[src/hw/rtl/gdda_pkg.sv]
// ----------------------------------------------------------------------------
// Gregorian date arithmetic package
// Shared types, calendar constants and table functions for the date unit.
// ----------------------------------------------------------------------------
`default_nettype none

package gdda_pkg;

    // Field widths of the stream items.
    localparam int FUNC_W    = 2;
    localparam int IN_YEAR_W = 14;
    localparam int MONTH_W   = 4;
    localparam int DAY_W     = 5;
    localparam int OFF_W     = 20;
    localparam int COUNT_W   = 22;

    // Internal widths: day number accumulator and year register.
    localparam int ACC_W = 26;
    localparam int YR_W  = 16;

    // Days in one 400-year era, one century, one four-year run and one year.
    localparam int DAYS_ERA  = 146097;
    localparam int DAYS_CEN  = 36524;
    localparam int DAYS_QUAD = 1461;
    localparam int DAYS_YEAR = 365;

    localparam int YEARS_ERA  = 400;
    localparam int YEARS_CEN  = 100;
    localparam int YEARS_QUAD = 4;
    localparam int YEARS_ONE  = 1;

    // Day numbers counted from 1 March of year 0.
    localparam logic signed [ACC_W-1:0] Z_FIRST_DAY = ACC_W'(306);    // 0001-01-01
    localparam logic signed [ACC_W-1:0] Z_REPLACE   = ACC_W'(693901); // 1900-01-01

    localparam logic [COUNT_W-1:0] COUNT_MAX = '1;

    typedef enum logic [FUNC_W-1:0] {
        FUNC_ADD  = 2'd0,
        FUNC_SUB  = 2'd1,
        FUNC_DIFF = 2'd2,
        FUNC_NONE = 2'd3
    } func_t;

    typedef enum logic [2:0] {
        STEP_NONE,
        STEP_ERA,
        STEP_CEN,
        STEP_QUAD,
        STEP_YEAR,
        STEP_MON
    } step_t;

    typedef enum logic [2:0] {
        OUT_ZERO,
        OUT_DATE,
        OUT_LOW,
        OUT_HIGH,
        OUT_DIFF
    } out_kind_t;

    // Commands from the controller to the datapath.
    typedef struct packed {
        logic      load_in;
        logic      fwd_init;
        logic      sel_b;
        step_t     step;
        logic      inv;
        logic      fwd_fin;
        logic      save;
        logic      apply_off;
        logic      inv_init;
        logic      load_out;
        out_kind_t out_kind;
    } dp_cmd_t;

    // Status from the datapath to the controller.
    typedef struct packed {
        func_t func;
        logic  go;
        logic  below;
        logic  above;
    } dp_sts_t;

    // Month lengths of a common year, index 1 is January.
    localparam logic [DAY_W-1:0] MONTH_LEN [13] = '{
        5'd0, 5'd31, 5'd28, 5'd31, 5'd30, 5'd31, 5'd30,
        5'd31, 5'd31, 5'd30, 5'd31, 5'd30, 5'd31
    };

    // Length of a month with the leap rule; zero for a month code that is not valid.
    function automatic logic [DAY_W-1:0] month_days(input logic [MONTH_W-1:0] m,
                                                    input logic leap);
        logic [DAY_W-1:0] len;
        begin
            if (m == 4'd0 || m > 4'd12)
            begin
                len = '0;
            end
            else if (m == 4'd2 && leap)
            begin
                len = 5'd29;
            end
            else
            begin
                len = MONTH_LEN[m];
            end
            return len;
        end
    endfunction

    // Offset of the first of a month from 1 March of the same calendar year.
    // January and February lie before that date, so their offsets are negative.
    function automatic logic signed [9:0] month_base(input logic [MONTH_W-1:0] m,
                                                     input logic leap);
        logic signed [9:0] base;
        begin
            case (m)
                4'd1:    base = -10'sd59 - (leap ? 10'sd1 : 10'sd0);
                4'd2:    base = -10'sd28 - (leap ? 10'sd1 : 10'sd0);
                4'd3:    base = 10'sd0;
                4'd4:    base = 10'sd31;
                4'd5:    base = 10'sd61;
                4'd6:    base = 10'sd92;
                4'd7:    base = 10'sd122;
                4'd8:    base = 10'sd153;
                4'd9:    base = 10'sd184;
                4'd10:   base = 10'sd214;
                4'd11:   base = 10'sd245;
                4'd12:   base = 10'sd275;
                default: base = 10'sd0;
            endcase
            return base;
        end
    endfunction

    // Month lengths of a year that starts in March; February comes last.
    function automatic logic [DAY_W-1:0] march_len(input logic [3:0] mp);
        logic [DAY_W-1:0] len;
        begin
            case (mp)
                4'd1, 4'd3, 4'd6, 4'd8: len = 5'd30;
                4'd11:                  len = 5'd29;
                default:                len = 5'd31;
            endcase
            return len;
        end
    endfunction

endpackage

`default_nettype wire

[src/hw/rtl/gregorian_date_day_arithmetic_unit.sv]
// ----------------------------------------------------------------------------
// Gregorian date day arithmetic unit
// Adds or subtracts a day offset to a date, or gives the day count between
// two dates, on streaming channels.
// ----------------------------------------------------------------------------
// Use: a request item enters on the s_axis channel with the operation code
// in tuser and both dates and the offset in tdata; one result item leaves on
// the m_axis channel with the date in tdata and the flags in tuser.
// Dates are turned into day numbers by stepping 400, 100, 4 and 1 years at a
// time through one shared add and compare unit, and back by the same steps
// followed by a walk over the months; each loop ends at the first step that
// is not taken. Operation code three gives a zero result. One item is in
// work at a time, and the next item can be accepted in the cycle after the
// result is loaded. The input is ready again as soon as the result is in
// the output register, so the next item may be taken while the receiver
// stalls; the result stays in place until it is taken. Reset clears the
// controller and drops any item in work; no clearing pass is needed.
// ----------------------------------------------------------------------------
`default_nettype none

module gregorian_date_day_arithmetic_unit #(
    parameter int MAX_YEAR = 9999
) (
    input  wire         clk,
    input  wire         rst_n,
    input  wire         s_axis_tvalid,
    output logic        s_axis_tready,
    // year[13:0], month[17:14], day[22:18], day_offset[42:23],
    // other_year[56:43], other_month[60:57], other_day[65:61], zero fill
    input  wire  [71:0] s_axis_tdata,
    // func[1:0]
    input  wire  [1:0]  s_axis_tuser,
    output logic        m_axis_tvalid,
    input  wire         m_axis_tready,
    // out_year[13:0], out_month[17:14], out_day[22:18], day_count[44:23], zero fill
    output logic [47:0] m_axis_tdata,
    // date_replaced[0], out_of_range[1]
    output logic [1:0]  m_axis_tuser
);

    import gdda_pkg::*;

    dp_cmd_t cmd;
    dp_sts_t sts;

    logic [IN_YEAR_W-1:0] out_year;
    logic [MONTH_W-1:0]   out_month;
    logic [DAY_W-1:0]     out_day;
    logic [COUNT_W-1:0]   day_count;
    logic                 date_replaced;
    logic                 out_of_range;

    // Sequencer.
    gdda_ctrl u_ctrl (
        .clk           (clk),
        .rst_n         (rst_n),
        .s_axis_tvalid (s_axis_tvalid),
        .s_axis_tready (s_axis_tready),
        .m_axis_tvalid (m_axis_tvalid),
        .m_axis_tready (m_axis_tready),
        .cmd           (cmd),
        .sts           (sts)
    );

    // Arithmetic and result register.
    gdda_datapath #(
        .MAX_YEAR (MAX_YEAR)
    ) u_datapath (
        .clk            (clk),
        .rst_n          (rst_n),
        .cmd            (cmd),
        .sts            (sts),
        .in_func        (s_axis_tuser),
        .in_year        (s_axis_tdata[13:0]),
        .in_month       (s_axis_tdata[17:14]),
        .in_day         (s_axis_tdata[22:18]),
        .in_day_offset  (s_axis_tdata[42:23]),
        .in_other_year  (s_axis_tdata[56:43]),
        .in_other_month (s_axis_tdata[60:57]),
        .in_other_day   (s_axis_tdata[65:61]),
        .out_year       (out_year),
        .out_month      (out_month),
        .out_day        (out_day),
        .day_count      (day_count),
        .date_replaced  (date_replaced),
        .out_of_range   (out_of_range)
    );

    // Pack the result item.
    assign m_axis_tdata = {3'b000, day_count, out_day, out_month, out_year};
    assign m_axis_tuser = {out_of_range, date_replaced};

endmodule

`default_nettype wire

[src/hw/rtl/gdda_datapath.sv]
// ----------------------------------------------------------------------------
// Date unit datapath
// Holds the request, a day number accumulator with one shared add and
// compare step, the year register and the result register.
// ----------------------------------------------------------------------------
`default_nettype none

module gdda_datapath #(
    parameter int MAX_YEAR = 9999
) (
    input  wire                                  clk,
    input  wire                                  rst_n,
    input  wire gdda_pkg::dp_cmd_t               cmd,
    output gdda_pkg::dp_sts_t                    sts,
    input  wire [gdda_pkg::FUNC_W-1:0]           in_func,
    input  wire [gdda_pkg::IN_YEAR_W-1:0]        in_year,
    input  wire [gdda_pkg::MONTH_W-1:0]          in_month,
    input  wire [gdda_pkg::DAY_W-1:0]            in_day,
    input  wire [gdda_pkg::OFF_W-1:0]            in_day_offset,
    input  wire [gdda_pkg::IN_YEAR_W-1:0]        in_other_year,
    input  wire [gdda_pkg::MONTH_W-1:0]          in_other_month,
    input  wire [gdda_pkg::DAY_W-1:0]            in_other_day,
    output logic [gdda_pkg::IN_YEAR_W-1:0]       out_year,
    output logic [gdda_pkg::MONTH_W-1:0]         out_month,
    output logic [gdda_pkg::DAY_W-1:0]           out_day,
    output logic [gdda_pkg::COUNT_W-1:0]         day_count,
    output logic                                 date_replaced,
    output logic                                 out_of_range
);

    import gdda_pkg::*;

    // Day number of MAX_YEAR-12-31, counted from 1 March of year 0.
    localparam int YOE_MAX = MAX_YEAR % 400;
    localparam int Z_LAST_INT = (MAX_YEAR / 400) * DAYS_ERA + YOE_MAX * DAYS_YEAR
                                + YOE_MAX / 4 - YOE_MAX / 100 + 305;
    localparam logic signed [ACC_W-1:0] Z_LAST = ACC_W'(Z_LAST_INT);
    localparam logic [IN_YEAR_W-1:0] HIGH_YEAR = IN_YEAR_W'(MAX_YEAR % (1 << IN_YEAR_W));

    // Latched request.
    func_t                  func_reg;
    logic [IN_YEAR_W-1:0]   year_reg;
    logic [MONTH_W-1:0]     month_reg;
    logic [DAY_W-1:0]       day_reg;
    logic [OFF_W-1:0]       off_reg;
    logic [IN_YEAR_W-1:0]   oyear_reg;
    logic [MONTH_W-1:0]     omonth_reg;
    logic [DAY_W-1:0]       oday_reg;

    // Working registers.
    logic signed [ACC_W-1:0] acc_reg, acc_next;
    logic signed [ACC_W-1:0] save_reg;
    logic [YR_W-1:0]         yr_reg, yr_next;
    logic [1:0]              cen_reg, cen_next;
    logic [1:0]              one_reg, one_next;
    logic                    quad_reg, quad_next;
    logic [3:0]              mp_reg, mp_next;
    logic                    rep_reg, rep_next;

    // Result register.
    logic [IN_YEAR_W-1:0] out_year_reg;
    logic [MONTH_W-1:0]   out_month_reg;
    logic [DAY_W-1:0]     out_day_reg;
    logic [COUNT_W-1:0]   count_reg;
    logic                 rep_out_reg;
    logic                 range_reg;

    logic signed [ACC_W-1:0] k_days;
    logic [YR_W-1:0]         k_years;
    logic                    cap_ok;
    logic                    go;

    logic [IN_YEAR_W-1:0]    fy;
    logic [MONTH_W-1:0]      fm;
    logic [DAY_W-1:0]        fd;
    logic                    leap;
    logic                    date_ok;
    logic signed [9:0]       base;
    logic signed [ACC_W-1:0] conv_sum;
    logic signed [ACC_W-1:0] off_ext;

    logic signed [ACC_W-1:0] diff;
    logic signed [ACC_W-1:0] diff_abs;
    logic [COUNT_W-1:0]      diff_sat;

    logic [IN_YEAR_W-1:0] res_year;
    logic [MONTH_W-1:0]   res_month;
    logic [DAY_W-1:0]     res_day;
    logic [COUNT_W-1:0]   res_count;
    logic                 res_range;
    logic [YR_W-1:0]      date_year;

    // Step constants and the shared compare.
    always_comb
    begin
        case (cmd.step)
            STEP_ERA:
            begin
                k_days  = ACC_W'(DAYS_ERA);
                k_years = YR_W'(YEARS_ERA);
                cap_ok  = 1'b1;
            end
            STEP_CEN:
            begin
                k_days  = ACC_W'(DAYS_CEN);
                k_years = YR_W'(YEARS_CEN);
                cap_ok  = (cen_reg != 2'd3);
            end
            STEP_QUAD:
            begin
                k_days  = ACC_W'(DAYS_QUAD);
                k_years = YR_W'(YEARS_QUAD);
                cap_ok  = 1'b1;
            end
            STEP_YEAR:
            begin
                k_days  = ACC_W'(DAYS_YEAR);
                k_years = YR_W'(YEARS_ONE);
                cap_ok  = (one_reg != 2'd3);
            end
            STEP_MON:
            begin
                k_days  = $signed({{(ACC_W-DAY_W){1'b0}}, march_len(mp_reg)});
                k_years = '0;
                cap_ok  = (mp_reg != 4'd11);
            end
            default:
            begin
                k_days  = '0;
                k_years = '0;
                cap_ok  = 1'b0;
            end
        endcase

        if (cmd.step == STEP_NONE)
        begin
            go = 1'b0;
        end
        else if (cmd.inv)
        begin
            go = cap_ok && (acc_reg >= k_days);
        end
        else
        begin
            go = (yr_reg >= k_years);
        end
    end

    // Date check and the month and day part of the day number.
    always_comb
    begin
        fy   = cmd.sel_b ? oyear_reg : year_reg;
        fm   = cmd.sel_b ? omonth_reg : month_reg;
        fd   = cmd.sel_b ? oday_reg : day_reg;
        leap = (one_reg == 2'd0) && (quad_reg || cen_reg == 2'd0);
        date_ok = (fy != '0) && (fd != '0) && (fd <= month_days(fm, leap));
        base = month_base(fm, leap);
        conv_sum = acc_reg + {{(ACC_W-10){base[9]}}, base}
                   + $signed({{(ACC_W-DAY_W){1'b0}}, fd}) - ACC_W'(1);
        off_ext = {{(ACC_W-OFF_W){off_reg[OFF_W-1]}}, off_reg};
    end

    // Next values of the working registers.
    always_comb
    begin
        acc_next  = acc_reg;
        yr_next   = yr_reg;
        cen_next  = cen_reg;
        one_next  = one_reg;
        quad_next = quad_reg;
        mp_next   = mp_reg;
        rep_next  = rep_reg;

        if (cmd.load_in)
        begin
            rep_next = 1'b0;
        end

        if (cmd.fwd_init)
        begin
            acc_next  = '0;
            yr_next   = {{(YR_W-IN_YEAR_W){1'b0}}, cmd.sel_b ? oyear_reg : year_reg};
            cen_next  = '0;
            one_next  = '0;
            quad_next = 1'b0;
        end
        else if (cmd.inv_init)
        begin
            yr_next   = '0;
            cen_next  = '0;
            one_next  = '0;
            mp_next   = '0;
        end
        else if (go)
        begin
            if (cmd.inv)
            begin
                acc_next = acc_reg - k_days;
                yr_next  = yr_reg + k_years;
            end
            else
            begin
                acc_next = acc_reg + k_days;
                yr_next  = yr_reg - k_years;
            end
            case (cmd.step)
                STEP_CEN:  cen_next  = cen_reg + 2'd1;
                STEP_QUAD: quad_next = 1'b1;
                STEP_YEAR: one_next  = one_reg + 2'd1;
                STEP_MON:  mp_next   = mp_reg + 4'd1;
                default:   mp_next   = mp_reg;
            endcase
        end
        else if (cmd.fwd_fin)
        begin
            acc_next = date_ok ? conv_sum : Z_REPLACE;
            rep_next = rep_reg | !date_ok;
        end
        else if (cmd.apply_off)
        begin
            acc_next = (func_reg == FUNC_SUB) ? acc_reg - off_ext : acc_reg + off_ext;
        end
    end

    // Result fields for each kind of outcome.
    always_comb
    begin
        diff      = save_reg - acc_reg;
        diff_abs  = diff[ACC_W-1] ? -diff : diff;
        diff_sat  = (diff_abs > $signed({{(ACC_W-COUNT_W){1'b0}}, COUNT_MAX})) ?
                    COUNT_MAX : diff_abs[COUNT_W-1:0];
        date_year = yr_reg + ((mp_reg >= 4'd10) ? YR_W'(1) : YR_W'(0));

        res_year  = '0;
        res_month = '0;
        res_day   = '0;
        res_count = '0;
        res_range = 1'b0;
        case (cmd.out_kind)
            OUT_DATE:
            begin
                res_year  = date_year[IN_YEAR_W-1:0];
                res_month = (mp_reg < 4'd10) ? mp_reg + 4'd3 : mp_reg - 4'd9;
                res_day   = acc_reg[DAY_W-1:0] + 5'd1;
            end
            OUT_LOW:
            begin
                res_year  = IN_YEAR_W'(1);
                res_month = 4'd1;
                res_day   = 5'd1;
                res_range = 1'b1;
            end
            OUT_HIGH:
            begin
                res_year  = HIGH_YEAR;
                res_month = 4'd12;
                res_day   = 5'd31;
                res_range = 1'b1;
            end
            OUT_DIFF:
            begin
                res_count = diff_sat;
            end
            default:
            begin
                res_range = 1'b0;
            end
        endcase
    end

    // Request latch and payload registers.
    always_ff @(posedge clk)
    begin
        if (cmd.load_in)
        begin
            func_reg   <= func_t'(in_func);
            year_reg   <= in_year;
            month_reg  <= in_month;
            day_reg    <= in_day;
            off_reg    <= in_day_offset;
            oyear_reg  <= in_other_year;
            omonth_reg <= in_other_month;
            oday_reg   <= in_other_day;
        end
        if (cmd.save)
        begin
            save_reg <= acc_reg;
        end
        acc_reg <= acc_next;
        yr_reg  <= yr_next;
        rep_reg <= rep_next;
        if (cmd.load_out)
        begin
            out_year_reg  <= res_year;
            out_month_reg <= res_month;
            out_day_reg   <= res_day;
            count_reg     <= res_count;
            rep_out_reg   <= (cmd.out_kind == OUT_ZERO) ? 1'b0 : rep_reg;
            range_reg     <= res_range;
        end
    end

    // Step counters of the decomposition.
    always_ff @(posedge clk or negedge rst_n)
    begin
        if (!rst_n)
        begin
            cen_reg  <= '0;
            one_reg  <= '0;
            quad_reg <= 1'b0;
            mp_reg   <= '0;
        end
        else
        begin
            cen_reg  <= cen_next;
            one_reg  <= one_next;
            quad_reg <= quad_next;
            mp_reg   <= mp_next;
        end
    end

    // Status to the controller.
    always_comb
    begin
        sts.func  = func_reg;
        sts.go    = go;
        sts.below = (acc_reg < Z_FIRST_DAY);
        sts.above = (acc_reg > Z_LAST);
    end

    assign out_year      = out_year_reg;
    assign out_month     = out_month_reg;
    assign out_day       = out_day_reg;
    assign day_count     = count_reg;
    assign date_replaced = rep_out_reg;
    assign out_of_range  = range_reg;

`ifndef SYNTHESIS
    // The inverse walk only starts on an in-range day number and never goes negative.
    a_inv_nonneg: assert property (@(posedge clk) disable iff (!rst_n)
        (cmd.inv && cmd.step != STEP_NONE) |-> !acc_reg[ACC_W-1])
        else $error("day number negative during inverse stepping");

    // A converted date, replaced or not, is never before 0001-01-01.
    a_conv_floor: assert property (@(posedge clk) disable iff (!rst_n)
        cmd.fwd_fin |=> (acc_reg >= Z_FIRST_DAY))
        else $error("converted day number below the first day");

    // A stepped result date has a proper month and day.
    a_date_fields: assert property (@(posedge clk) disable iff (!rst_n)
        (cmd.load_out && cmd.out_kind == OUT_DATE) |=>
        (out_month_reg >= 4'd1 && out_month_reg <= 4'd12 && out_day_reg != '0))
        else $error("result date has a bad month or day");
`endif

endmodule

`default_nettype wire

[src/hw/rtl/gdda_ctrl.sv]
// ----------------------------------------------------------------------------
// Date unit controller
// Sequences the conversion, offset, range check, inverse walk and result
// hand-off, and drives the stream handshakes.
// ----------------------------------------------------------------------------
`default_nettype none

module gdda_ctrl (
    input  wire                     clk,
    input  wire                     rst_n,
    input  wire                     s_axis_tvalid,
    output logic                    s_axis_tready,
    output logic                    m_axis_tvalid,
    input  wire                     m_axis_tready,
    output gdda_pkg::dp_cmd_t       cmd,
    input  wire gdda_pkg::dp_sts_t  sts
);

    import gdda_pkg::*;

    typedef enum logic [3:0] {
        ST_IDLE,
        ST_START,
        ST_F_ERA,
        ST_F_CEN,
        ST_F_QUAD,
        ST_F_YEAR,
        ST_F_FIN,
        ST_SAVE,
        ST_OFFSET,
        ST_RANGE,
        ST_I_ERA,
        ST_I_CEN,
        ST_I_QUAD,
        ST_I_YEAR,
        ST_I_MON,
        ST_EMIT
    } state_t;

    state_t    state_reg, state_next;
    logic      sel_reg, sel_next;
    out_kind_t kind_reg, kind_next;
    logic      out_valid_reg, out_valid_next;
    logic      accept;

    // Next state and commands.
    always_comb
    begin
        state_next   = state_reg;
        sel_next     = sel_reg;
        kind_next    = kind_reg;
        cmd          = '0;
        cmd.step     = STEP_NONE;
        cmd.sel_b    = sel_reg;
        cmd.out_kind = kind_reg;
        accept       = s_axis_tvalid && (state_reg == ST_IDLE);
        cmd.load_in  = accept;

        case (state_reg)
            ST_IDLE:
            begin
                if (accept)
                begin
                    state_next = ST_START;
                end
            end
            ST_START:
            begin
                sel_next = 1'b0;
                if (sts.func == FUNC_NONE)
                begin
                    kind_next  = OUT_ZERO;
                    state_next = ST_EMIT;
                end
                else
                begin
                    cmd.fwd_init = 1'b1;
                    cmd.sel_b    = 1'b0;
                    state_next   = ST_F_ERA;
                end
            end
            ST_F_ERA:
            begin
                cmd.step = STEP_ERA;
                if (!sts.go)
                begin
                    state_next = ST_F_CEN;
                end
            end
            ST_F_CEN:
            begin
                cmd.step = STEP_CEN;
                if (!sts.go)
                begin
                    state_next = ST_F_QUAD;
                end
            end
            ST_F_QUAD:
            begin
                cmd.step = STEP_QUAD;
                if (!sts.go)
                begin
                    state_next = ST_F_YEAR;
                end
            end
            ST_F_YEAR:
            begin
                cmd.step = STEP_YEAR;
                if (!sts.go)
                begin
                    state_next = ST_F_FIN;
                end
            end
            ST_F_FIN:
            begin
                cmd.fwd_fin = 1'b1;
                if (sts.func == FUNC_DIFF)
                begin
                    if (sel_reg)
                    begin
                        kind_next  = OUT_DIFF;
                        state_next = ST_EMIT;
                    end
                    else
                    begin
                        state_next = ST_SAVE;
                    end
                end
                else
                begin
                    state_next = ST_OFFSET;
                end
            end
            ST_SAVE:
            begin
                // Keep the first day number and start on the second date.
                cmd.save     = 1'b1;
                cmd.fwd_init = 1'b1;
                cmd.sel_b    = 1'b1;
                sel_next     = 1'b1;
                state_next   = ST_F_ERA;
            end
            ST_OFFSET:
            begin
                cmd.apply_off = 1'b1;
                state_next    = ST_RANGE;
            end
            ST_RANGE:
            begin
                if (sts.below)
                begin
                    kind_next  = OUT_LOW;
                    state_next = ST_EMIT;
                end
                else if (sts.above)
                begin
                    kind_next  = OUT_HIGH;
                    state_next = ST_EMIT;
                end
                else
                begin
                    cmd.inv_init = 1'b1;
                    state_next   = ST_I_ERA;
                end
            end
            ST_I_ERA:
            begin
                cmd.inv  = 1'b1;
                cmd.step = STEP_ERA;
                if (!sts.go)
                begin
                    state_next = ST_I_CEN;
                end
            end
            ST_I_CEN:
            begin
                cmd.inv  = 1'b1;
                cmd.step = STEP_CEN;
                if (!sts.go)
                begin
                    state_next = ST_I_QUAD;
                end
            end
            ST_I_QUAD:
            begin
                cmd.inv  = 1'b1;
                cmd.step = STEP_QUAD;
                if (!sts.go)
                begin
                    state_next = ST_I_YEAR;
                end
            end
            ST_I_YEAR:
            begin
                cmd.inv  = 1'b1;
                cmd.step = STEP_YEAR;
                if (!sts.go)
                begin
                    state_next = ST_I_MON;
                end
            end
            ST_I_MON:
            begin
                cmd.inv  = 1'b1;
                cmd.step = STEP_MON;
                if (!sts.go)
                begin
                    kind_next  = OUT_DATE;
                    state_next = ST_EMIT;
                end
            end
            ST_EMIT:
            begin
                // Wait until the result register is free, then hand the item over.
                if (!out_valid_reg || m_axis_tready)
                begin
                    cmd.load_out = 1'b1;
                    state_next   = ST_IDLE;
                end
            end
            default:
            begin
                state_next = ST_IDLE;
            end
        endcase

        out_valid_next = (out_valid_reg && !m_axis_tready) || cmd.load_out;
    end

    // State and registered outputs.
    always_ff @(posedge clk or negedge rst_n)
    begin
        if (!rst_n)
        begin
            state_reg     <= ST_IDLE;
            sel_reg       <= 1'b0;
            kind_reg      <= OUT_ZERO;
            out_valid_reg <= 1'b0;
        end
        else
        begin
            state_reg     <= state_next;
            sel_reg       <= sel_next;
            kind_reg      <= kind_next;
            out_valid_reg <= out_valid_next;
        end
    end

    assign s_axis_tready = (state_reg == ST_IDLE);
    assign m_axis_tvalid = out_valid_reg;

`ifndef SYNTHESIS
    // A waiting result is never overwritten.
    a_no_overwrite: assert property (@(posedge clk) disable iff (!rst_n)
        cmd.load_out |-> (!out_valid_reg || m_axis_tready))
        else $error("result register loaded while still full");

    // An accepted item closes the input until its result is out.
    a_accept_busy: assert property (@(posedge clk) disable iff (!rst_n)
        accept |=> (state_reg == ST_START && !s_axis_tready))
        else $error("controller did not start on an accepted item");

    // A result that is not taken stays offered.
    a_hold_valid: assert property (@(posedge clk) disable iff (!rst_n)
        (m_axis_tvalid && !m_axis_tready) |=> m_axis_tvalid)
        else $error("result item withdrawn before it was taken");
`endif

endmodule

`default_nettype wire

[config.mk]
export PLATFORM = sky130hd
export DESIGN_NAME = gregorian_date_day_arithmetic_unit
export DESIGN_NICKNAME = d
export VERILOG_FILES = /design/src/hw/rtl/gdda_pkg.sv /design/src/hw/rtl/gregorian_date_day_arithmetic_unit.sv /design/src/hw/rtl/gdda_datapath.sv /design/src/hw/rtl/gdda_ctrl.sv
export SDC_FILE = /design/constraint.sdc
export NUM_CORES = 1
export LEC_CHECK = 0
export ABC_AREA = 1
export BUFFER_PORTS_ARGS = -buffer_cell sky130_fd_sc_hd__buf_2
export CAP_MARGIN = 20
export CORE_UTILIZATION = 65
export CTS_BUF_LIST = sky130_fd_sc_hd__clkbuf_4
export DETAILED_ROUTE_END_ITERATION = 8
export PLACE_DENSITY = 0.91
export SLEW_MARGIN = 10
export SYNTH_ARGS = -nofsm -noshare
export SYNTH_HDL_FRONTEND = slang
export SYNTH_SLANG_ARGS = --single-unit
[constraint.sdc]
create_clock -name clk -period 8.5 [get_ports clk]
set_clock_uncertainty 0.1 [all_clocks]
set_input_delay 0.425 -clock clk [delete_from_list [all_inputs] [get_ports clk]]
set_output_delay 0.425 -clock clk [all_outputs]
set_load 0.05 [all_outputs]
# Word level (Yosys, flattened, before mapping)
# Memory sizes are Yosys's and may differ from the RTL's.
# Cells that the tools add are included.
# op_classes
n_addsub,20
magnitude_cmp,10
n_eq_ne,62
n_mux,90
bitwise,4
reduce_logical,48
# ops
op,count
$mux 26,7
$pmux 10 s11,1
$pmux 18 s5,1
$mux 4,19
$pmux 4 s16,1
$eq 4x4->1 const B,15
$mux 14,4
$gt 26x23->1 const B,2
$pmux 14 s3,1
$eq 4x3->1 const B,9
$pmux 9 s4,1
$add 26x19->26,1
$add 26x20->26,1
$add 26x26->26,1
$add 26x5->26,1
$ge 26x19->1,1
$lt 26x10->1 const B,1
$neg 26->26,1
$sub 26x1->26 const B,1
$sub 26x19->26,1
$sub 26x20->26,1
$sub 26x26->26,1
$mux 5,5
$mux 3,8
59 further kinds,149
# word_totals
ff_bits,202
romBits,80
inputBits,78
out_inout_bits,52
elab_cells,262
n_memories,1
# mem_list
name,depth,word_bits,read_ports,rd_ports_with_merged_regs,wr,line,source
(name not given),16,5,1,0,0,gdda_pkg.sv:106,len = MONTH_LEN[m];

# Depth between registers and ports, before layout
# Gate-level depths: netlist of the first run.
# depth
ltp_word,18
mapped_depth,40
mapped_depth_nobuf,38

# Modules after synthesis
# A second synthesis of the first run with hierarchy kept.
# hier_totals
hier_cells,2758
area_unflattened_um2,19306.0
# modules_own_cells
module,n_inst,cells_per_inst,area_each_um2,seq_area_each_um2
gdda_datapath,1,2614,18387.6,5460.2
gdda_ctrl,1,138,877.1,225.2
gregorian_date_day_arithmetic_unit,1,6,41.3,0.0

# Worst setup path after synthesis of the first run
# No wires, ideal clock.
# synth_timing
path_type,reg-to-reg
startpoint,register u_ctrl.state_reg[2]
endpoint,register u_datapath.day_reg[0] (enable)
setup_time_ns,0.496
arrival_ns,4.390
required_time_ns,7.904
path_slack_ns,3.514
path_stages_with_launch,7
path_buffers,1
period_less_slack_ns,4.986
path_cell_list,dfrtp_1 > buf_6 > inv_2 > nand2_2 > nor2_1 > inv_1 > nor2_1
# synth_lines
element,line,source
from (decl),gdda_ctrl.sv:40,"state_t state_reg, state_next;"
from (signal assigned),gdda_ctrl.sv:242,state_reg <= state_next;
to (signal assigned),gdda_datapath.sv:279,day_reg <= in_day;
to (decl),gdda_datapath.sv:44,logic [DAY_W-1:0] day_reg;

# Worst setup path in the final report of the first run
# layout_timing
startpoint,register u_ctrl.state_reg[2]
endpoint,register u_datapath.acc_reg[23]
# layout_via
elab_chain_cells,14
word_cells_on_any_way,82
cone_classes,add/sub (5); order compare (4); eq/ne (30); mux (23); bitwise (2); reduce/logical (17); memory (1)
# layout_lines
element,line,source
branches (longest 14 deep; another with $add 26x26->26),n/a,
to (signal assigned),gdda_datapath.sv:289,acc_reg <= acc_next;
to (decl),gdda_datapath.sv:51,"logic signed [ACC_W-1:0] acc_reg, acc_next;"
# Parallel ways; which one is timed is not known. The select of a mux whose other input is x is not followed.
# A chain may end at the register's enable or synchronous reset.

==> metrics.csv, run 1 <==
metric,value,unit
yosys warns,0,
final setup violation count,0,
Post-synth EDFFs,155,
Clock Tree Buf Depth,3,
first-pass GRT wire length,100500,µm
nets,3243,
CTS tree,yes,
Netlist cell types,61,
Mapped Area,19210,µm²
fmax,0.1491,GHz
later-pin clock latency in the skew report,0.77,ns
Crit Path Max Fanout,36,
"Core Util, Final",0.7441,
Setup crit end kind,flop,
Post-Route WL,64940,µm
total global-route track usage,0.4220,
Tcrit/Tclk final,0.7891,
largest net degree at the start of global routing,70,
Mapped Avg Cell Area,6.925,µm²
Routed wire per std cell,19.11,µm
top_reg_cell synth,edfxtp_1,
placer congestion estimate,1.008,
die height,173.9,µm
dpl hpwl,46280,µm
I/O pin cnt,130,
CTS sink cnt,202,
DR vias,20570,
die width,173.9,µm
# DRC,0,
data required time of the worst path,8.96,ns
worst stage delay on the critical path,0.53,ns
final hold vios,0,
Final Instance Area,21470,µm²
Final Max Slew Viols,0,
Final ANT Viol Nets,0,
minimum clock period after layout,6.707,ns
CTS Buf Count,54,
# fillers,2207,
Worst path top cell family by delay,simple AND/OR/NAND/NOR gates,
"Reg clk slew, reported paths",0.09,ns
Worst slew margin,0.3370,
CP startpoint kind,flop,
placed cell area,20060,µm²
root buf cell,clkbuf_4,
Max Cap Viol,0,
Vias per Instance,6.052,
Setup CP Type,reg -> reg,
Pre-antenna DRT Iters,6,
RSZ-0062 raised after global routing,false,
vias in the first global route,19580,
Initial Utilization,0.6657,
non-filler instance count after layout,3399,
DRT iter0 DRCs,2346,
Syn Inst Count,2774,
Worst EP arrival,7.17,ns
type of the most critical hold path,in -> async,
Core Area,28860,µm²
Yosys reg bits,202,
IO Port Bufs,120,
worst-margin pin slew,0.9934,ns
# H-tree levels,2,
Congestion Overflow GR,0,
fraction of registers with async set/reset,0.08911,
DIE AREA,30250,µm²
Worst path slowest cell,nand2_4,
initial antenna violation count,1,
fraction of layout cells with a size suffix above 1,0.08828,
setup TNS,0,ns
Cells after DPL,3227,
crit-path most repeated cell,nand2_1,
area growth from synthesis to layout,11.78,%
status,completed,
WP buf/inv,5,
num rows,62,
register area share after synthesis,0.2959,
-- path summary, 6_finish.rpt --
kind / startpoint / endpoint / slack [ns] / cells past startpoint
setup / recovery: u_ctrl.state_reg[2]$_DFFE_PN0P_ / u_datapath.acc_reg[23]$_SDFFE_PP0P_ / 1.79 / 34
hold / removal: rst_n / u_datapath.cen_reg[0]$_DFFE_PN0P_ / 0.13 / 2
setup reg to reg: u_ctrl.state_reg[2]$_DFFE_PN0P_ / u_datapath.acc_reg[23]$_SDFFE_PP0P_ / 1.79 / 34
hold reg to reg: u_datapath.yr_reg[15]$_SDFFE_PP0N_ / u_datapath.yr_reg[15]$_SDFFE_PP0N_ / 0.41 / 2
max in group asynchronous: rst_n / u_ctrl.kind_reg[2]$_DFFE_PN0P_ / 7.79 / 2
min in group clk: s_axis_tdata[10] / u_datapath.year_reg[10]$_DFFE_PP_ / 0.28 / 2
-- metal layers --
layer,track usage,vias to the layer above,wire [µm]
met1,0.5223,9421,24600
li1,-,9549,-
met3,0.08268,287,6796
met5,0,-,0
met4,0.2332,0,3960
met2,0.6920,1314,29590
-- stage by stage --
step,setup slack (ns),hold WS [ns]
6_report,1.793,0.1257
3_3_place_gp,2.580,0.2970
2_1_floorplan,3.514,0.02941
4_1_cts,2.335,0.1080
5_1_grt,1.501,0.1769
3_5_place_dp,2.459,0.3180
-- Yosys cell counts (all sizes together), types with 18 or more instances --
cell type / n / area (µm²)
nand2: 657 / 2525
inv: 466 / 1749
nor2: 286 / 1117
a21oi: 199 / 999.7
o21ai: 198 / 1002
nand3: 191 / 960.9
ha: 186 / 2327
edfxtp: 155 / 4654
xor2: 82 / 725.7
nand4: 45 / 281.5
nor3: 42 / 215.2
clkbuf: 33 / 123.9
dfxtp: 29 / 580.6
buf: 27 / 185.2
xnor2: 25 / 219.0
dfrtp: 18 / 450.4
-- placed cells by master (no fill, tap or decap), types with 7 or more instances in the layout --
| master | instances |
|---|---|
| nand2_1 | 644 |
| inv_1 | 455 |
| nor2_1 | 278 |
| a21oi_1 | 198 |
| nand3_1 | 190 |
| ha_1 | 186 |
| o21ai_0 | 181 |
| edfxtp_1 | 155 |
| buf_2 | 120 |
| xor2_1 | 81 |
| clkbuf_4 | 73 |
| dlygate4sd3_1 | 70 |
| nand4_1 | 45 |
| nor3_1 | 41 |
| dfxtp_1 | 29 |
| xnor2_1 | 25 |
| clkinv_1 | 20 |
| dfrtp_1 | 18 |
| o211ai_1 | 15 |
| o21bai_1 | 15 |
| a31oi_1 | 14 |
| o21ai_1 | 14 |
| or2_2 | 13 |
| inv_2 | 11 |
| o31ai_1 | 10 |
| nor4_1 | 10 |
| nand2_2 | 9 |
| o21a_1 | 9 |
| fa_1 | 9 |
| o22ai_1 | 7 |
| buf_4 | 7 |
-- kinds of logic (layout without fill, tap and decap cells) --
kind of cell	Yosys count	count (layout)	share of synthesized area
other	1	5	0.0001952
xor gates and xnor gates	107	107	0.04917
DFF	202	202	0.2959
AOI/OAI and AO/OA	492	492	0.1415
adders and majority gates	195	195	0.1305
muxes	2	2	0.001042
and+or+nand+nor	1247	1247	0.2741
buffers and inverters	528	765	0.1075
-- cell type report --
class | instances | area, µm² | share of cell area
repair buffers | 198 | 1374 | 0.06398
clock buffers | 73 | 548.0 | 0.02552
diodes | 2 | 5.005 | 0.0002331
inverters | 468 | 1757 | 0.08180
flip-flops and latches | 202 | 5685 | 0.2648
well taps | 384 | 480.5 | 0.02237
multi-input cells | 2046 | 11480 | 0.5348
clock inverters | 26 | 140.1 | 0.006526
-- worst register-to-register path, delay by kind of cell (launching register included) --
| family | cells | cell delay, ns |
|---|---|---|
| DFF | 1 | 0.52 |
| and+or+nand+nor | 23 | 3.12 |
| adders and majority gates | 4 | 1.50 |
| AOI/OAI and AO/OA | 2 | 0.78 |
| buffers and inverters | 5 | 0.55 |
-- timing repair --
| action | 4_1_cts | 5_1_grt |
|---|---|---|
| hold buffers | 70 | 0 |
| resized for setup | 0 | 0 |
| endpoints found under the hold margin | 87 | 0 |
| setup buffers | 0 | 0 |
Power of run 1 is left out: the tool's default activity adds up to more than one toggle a clock period on the data nets, which glitch-free logic cannot reach.
==> inputs of run 2 (changes only) <==
--- a/config.mk
+++ b/config.mk
@@ -5,13 +5,13 @@
 export SDC_FILE = /design/constraint.sdc
 export NUM_CORES = 1
 export LEC_CHECK = 0
-export ABC_AREA = 1
+export ABC_AREA = 0
 export BUFFER_PORTS_ARGS = -buffer_cell sky130_fd_sc_hd__buf_2
 export CAP_MARGIN = 20
-export CORE_UTILIZATION = 65
+export CORE_UTILIZATION = 64
 export CTS_BUF_LIST = sky130_fd_sc_hd__clkbuf_4
 export DETAILED_ROUTE_END_ITERATION = 8
-export PLACE_DENSITY = 0.91
+export PLACE_DENSITY = 0.9
 export SLEW_MARGIN = 10
 export SYNTH_ARGS = -nofsm -noshare
 export SYNTH_HDL_FRONTEND = slang
==> constraint.sdc (replaced) <==
create_clock -name clk -period 6.6 [get_ports clk]
set_clock_uncertainty 0.1 [all_clocks]
set_input_delay 0.33 -clock clk [delete_from_list [all_inputs] [get_ports clk]]
set_output_delay 0.33 -clock clk [all_outputs]
set_load 0.05 [all_outputs]
==> run 2 against run 1 <==
Via count down 19%. Cell count shrank 23%. First-iteration DRC count decreased by 1.5%. Cell area decreased by 6.1%. Register-to-register slack got worse by 1.7 ns. Worst hold slack gained 0.034 ns.
==> metrics.csv, run 2 <==
metric,value,unit
met3 WL,5309,µm
Worst path top cell family by delay,compound AO/OA/AOI/OAI gates,
Worst Hold Margin,0.1598,ns
vias in the first global route,15900,
Syn Inst Count,2010,
Clock Tree Buf Depth,3,
root buf cell,clkbuf_4,
Final Max Slew Viols,0,
fraction of layout cells with a size suffix above 1,0.1394,
minimum clock period after layout,6.486,ns
num rows,60,
# H-tree levels,2,
Routed wire per std cell,19.77,µm
WP buf/inv,2,
Initial Utilization,0.6533,
Yosys reg bits,202,
top post-synthesis cells by area,"edfxtp_1 (26%), ha_1 (13%), xnor2_1 (5.2%)",
register area share after synthesis,0.3220,
Setup CP Type,reg -> reg,
fmax,0.1542,GHz
area of the multi-input gates,11070,µm²
Cells after DPL,2422,
die width,168.1,µm
# DRC,0,
I/O pin cnt,130,
Mapped Area,17660,µm²
status,completed,
type of the most critical hold path,in -> reg,
mux cell area share after synthesis,0.01871,
storage element area,5685,µm²
largest family of logic cells by synthesized area,compound AO/OA/AOI/OAI gates,
post-synthesis compound-gate area fraction,0.2272,
CTS sink cnt,202,
Post-Route WL,51470,µm
later-pin clock latency in the skew report,0.74,ns
Worst EP arrival,6.96,ns
DR vias,16710,
# fillers,1877,
CTS tree,yes,
IO Port Bufs,120,
met2 routed WL,23240,µm
non-filler instance count after layout,2603,
area growth from synthesis to layout,14.25,%
initial antenna violation count,3,
yosys warns,0,
Synth Area in Adders,0.1420,
Congestion Overflow GR,0,
die height,168.1,µm
top-count cell post-synth,nor2_1,
total global-route track usage,0.3543,
post-synth top area cell,edfxtp_1,
Tcrit/Tclk final,0.9827,
Crit Path Max Fanout,7,
most frequent cells after synthesis,"nor2_1 (208), ha_1 (186), a21oi_1 (176)",
placer congestion estimate,1.004,
Setup crit end kind,flop,
"Reg clk slew, reported paths",0.08,ns
most frequent cells in the layout,"nor2_1 (207), ha_1 (186), a21oi_1 (176)",
CTS Buf Count,54,
final setup violation count,0,
Vias per Instance,6.421,
Post-synth EDFFs,155,
"Core Util, Final",0.7464,
fraction of registers with async set/reset,0.08911,
Final ANT Viol Nets,0,
dpl hpwl,36410,µm
Synth Area in XOR/XNOR,0.07391,
DRT iter0 DRCs,2310,
Mapped Avg Cell Area,8.785,µm²
Worst path slowest cell,fa_1,
top_reg_cell synth,edfxtp_1,
Max Cap Viol,0,
Synth Area in Simple Gates,0.1618,
top routing layer used,met4,
DIE AREA,28260,µm²
CP startpoint kind,flop,
crit-path most repeated cell,a21oi_1,
data required time of the worst path,7.07,ns
largest net degree at the start of global routing,70,
worst-margin pin slew,0.9967,ns
first-pass GRT wire length,79900,µm
area share of the largest cell type after synthesis,0.2636,
"commonest non-fill, non-tap cell in the layout",nor2_1,
Core Area,27030,µm²
nets,2490,
Worst slew margin,0.3285,
final hold vios,0,
met1 wire length,20910,µm
worst stage delay on the critical path,0.51,ns
Pre-antenna DRT Iters,5,
Netlist cell types,92,
run 2: cell count changes after synthesis, moves of 37 or more:
cell	change
o21ai_0	-93
nand2_1	-522
a21o_1	+42
a211oi_1	+38
xor2_1	-37
nor2_1	-72
xnor2_1	+80
inv_1	-295
nand3_1	-145
run 2: layout make-up:
class,count,area share
tap,341,0.02115
sequential,202,0.2818
timing repair buffer,232,0.08100
clock inverter,23,0.008993
clock buffer,75,0.02791
antenna,3,0.0003721
multi-input combinational,1567,0.5490
inverter,160,0.02977
run 2: tightest hold or removal path: stages:
cell,delay [ns]
buf_2,0.11
o22ai_1,0.17
nor2_1,0.16
nor2_1,0.12
a31oi_1,0.05
run 2: repair_timing:
item	CTS	global route
hold buffers	72	0
gates resized for setup	0	7
setup buffers	0	6
endpoints found under the hold margin	87	0
endpoints found under the setup margin	0	4
run 2: per-stage QoR:
step                instance area (µm²)  worst slack, ns  setup TNS, ns
floorplan                         17660           0.4230              0
global placement                  18600           0.5844              0
detailed placement                18600           0.2896              0
CTS                               20070           0.2502              0
global route                      20170          -0.1377        -0.1377
finish                            20170           0.1144              0
run 2: worst paths after layout:
| path | from | endpoint | slack [ns] | depth (start not counted) |
|---|---|---|---|---|
| worst min-delay path | s_axis_tvalid | u_ctrl.state_reg[0]$_DFFE_PN0P_ | 0.16 | 5 |
| worst min register to register | u_datapath.quad_reg$_DFFE_PN0P_ | u_datapath.quad_reg$_DFFE_PN0P_ | 0.41 | 1 |
| max in group asynchronous | rst_n | u_ctrl.state_reg[2]$_DFFE_PN0P_ | 4.92 | 4 |
| worst max register to register | u_ctrl.state_reg[0]$_DFFE_PN0P_ | u_datapath.acc_reg[25]$_SDFFE_PP0P_ | 0.11 | 25 |
| worst max-delay path | u_ctrl.state_reg[0]$_DFFE_PN0P_ | u_datapath.acc_reg[25]$_SDFFE_PP0P_ | 0.11 | 25 |
| min in group asynchronous | rst_n | u_ctrl.state_reg[1]$_DFFE_PN0P_ | 0.56 | 3 |
run 2: per-layer routing:
| metal | vias up | global-route usage |
|---|---|---|
| li1 | 7818 | - |
| met1 | 7816 | 0.4743 |
| met2 | 934 | 0.5716 |
| met3 | 145 | 0.06276 |
| met4 | 0 | 0.1395 |
| met5 | - | 0 |
run 2: cell families after synthesis:
logic type,Yosys count
buffers and inverters,243
adders and majority gates,195
muxes,32
xor gates and xnor gates,149
DFF,202
AOI/OAI and AO/OA,601
other,1
and+or+nand+nor,587
Power of run 2 is left out for the same reason.
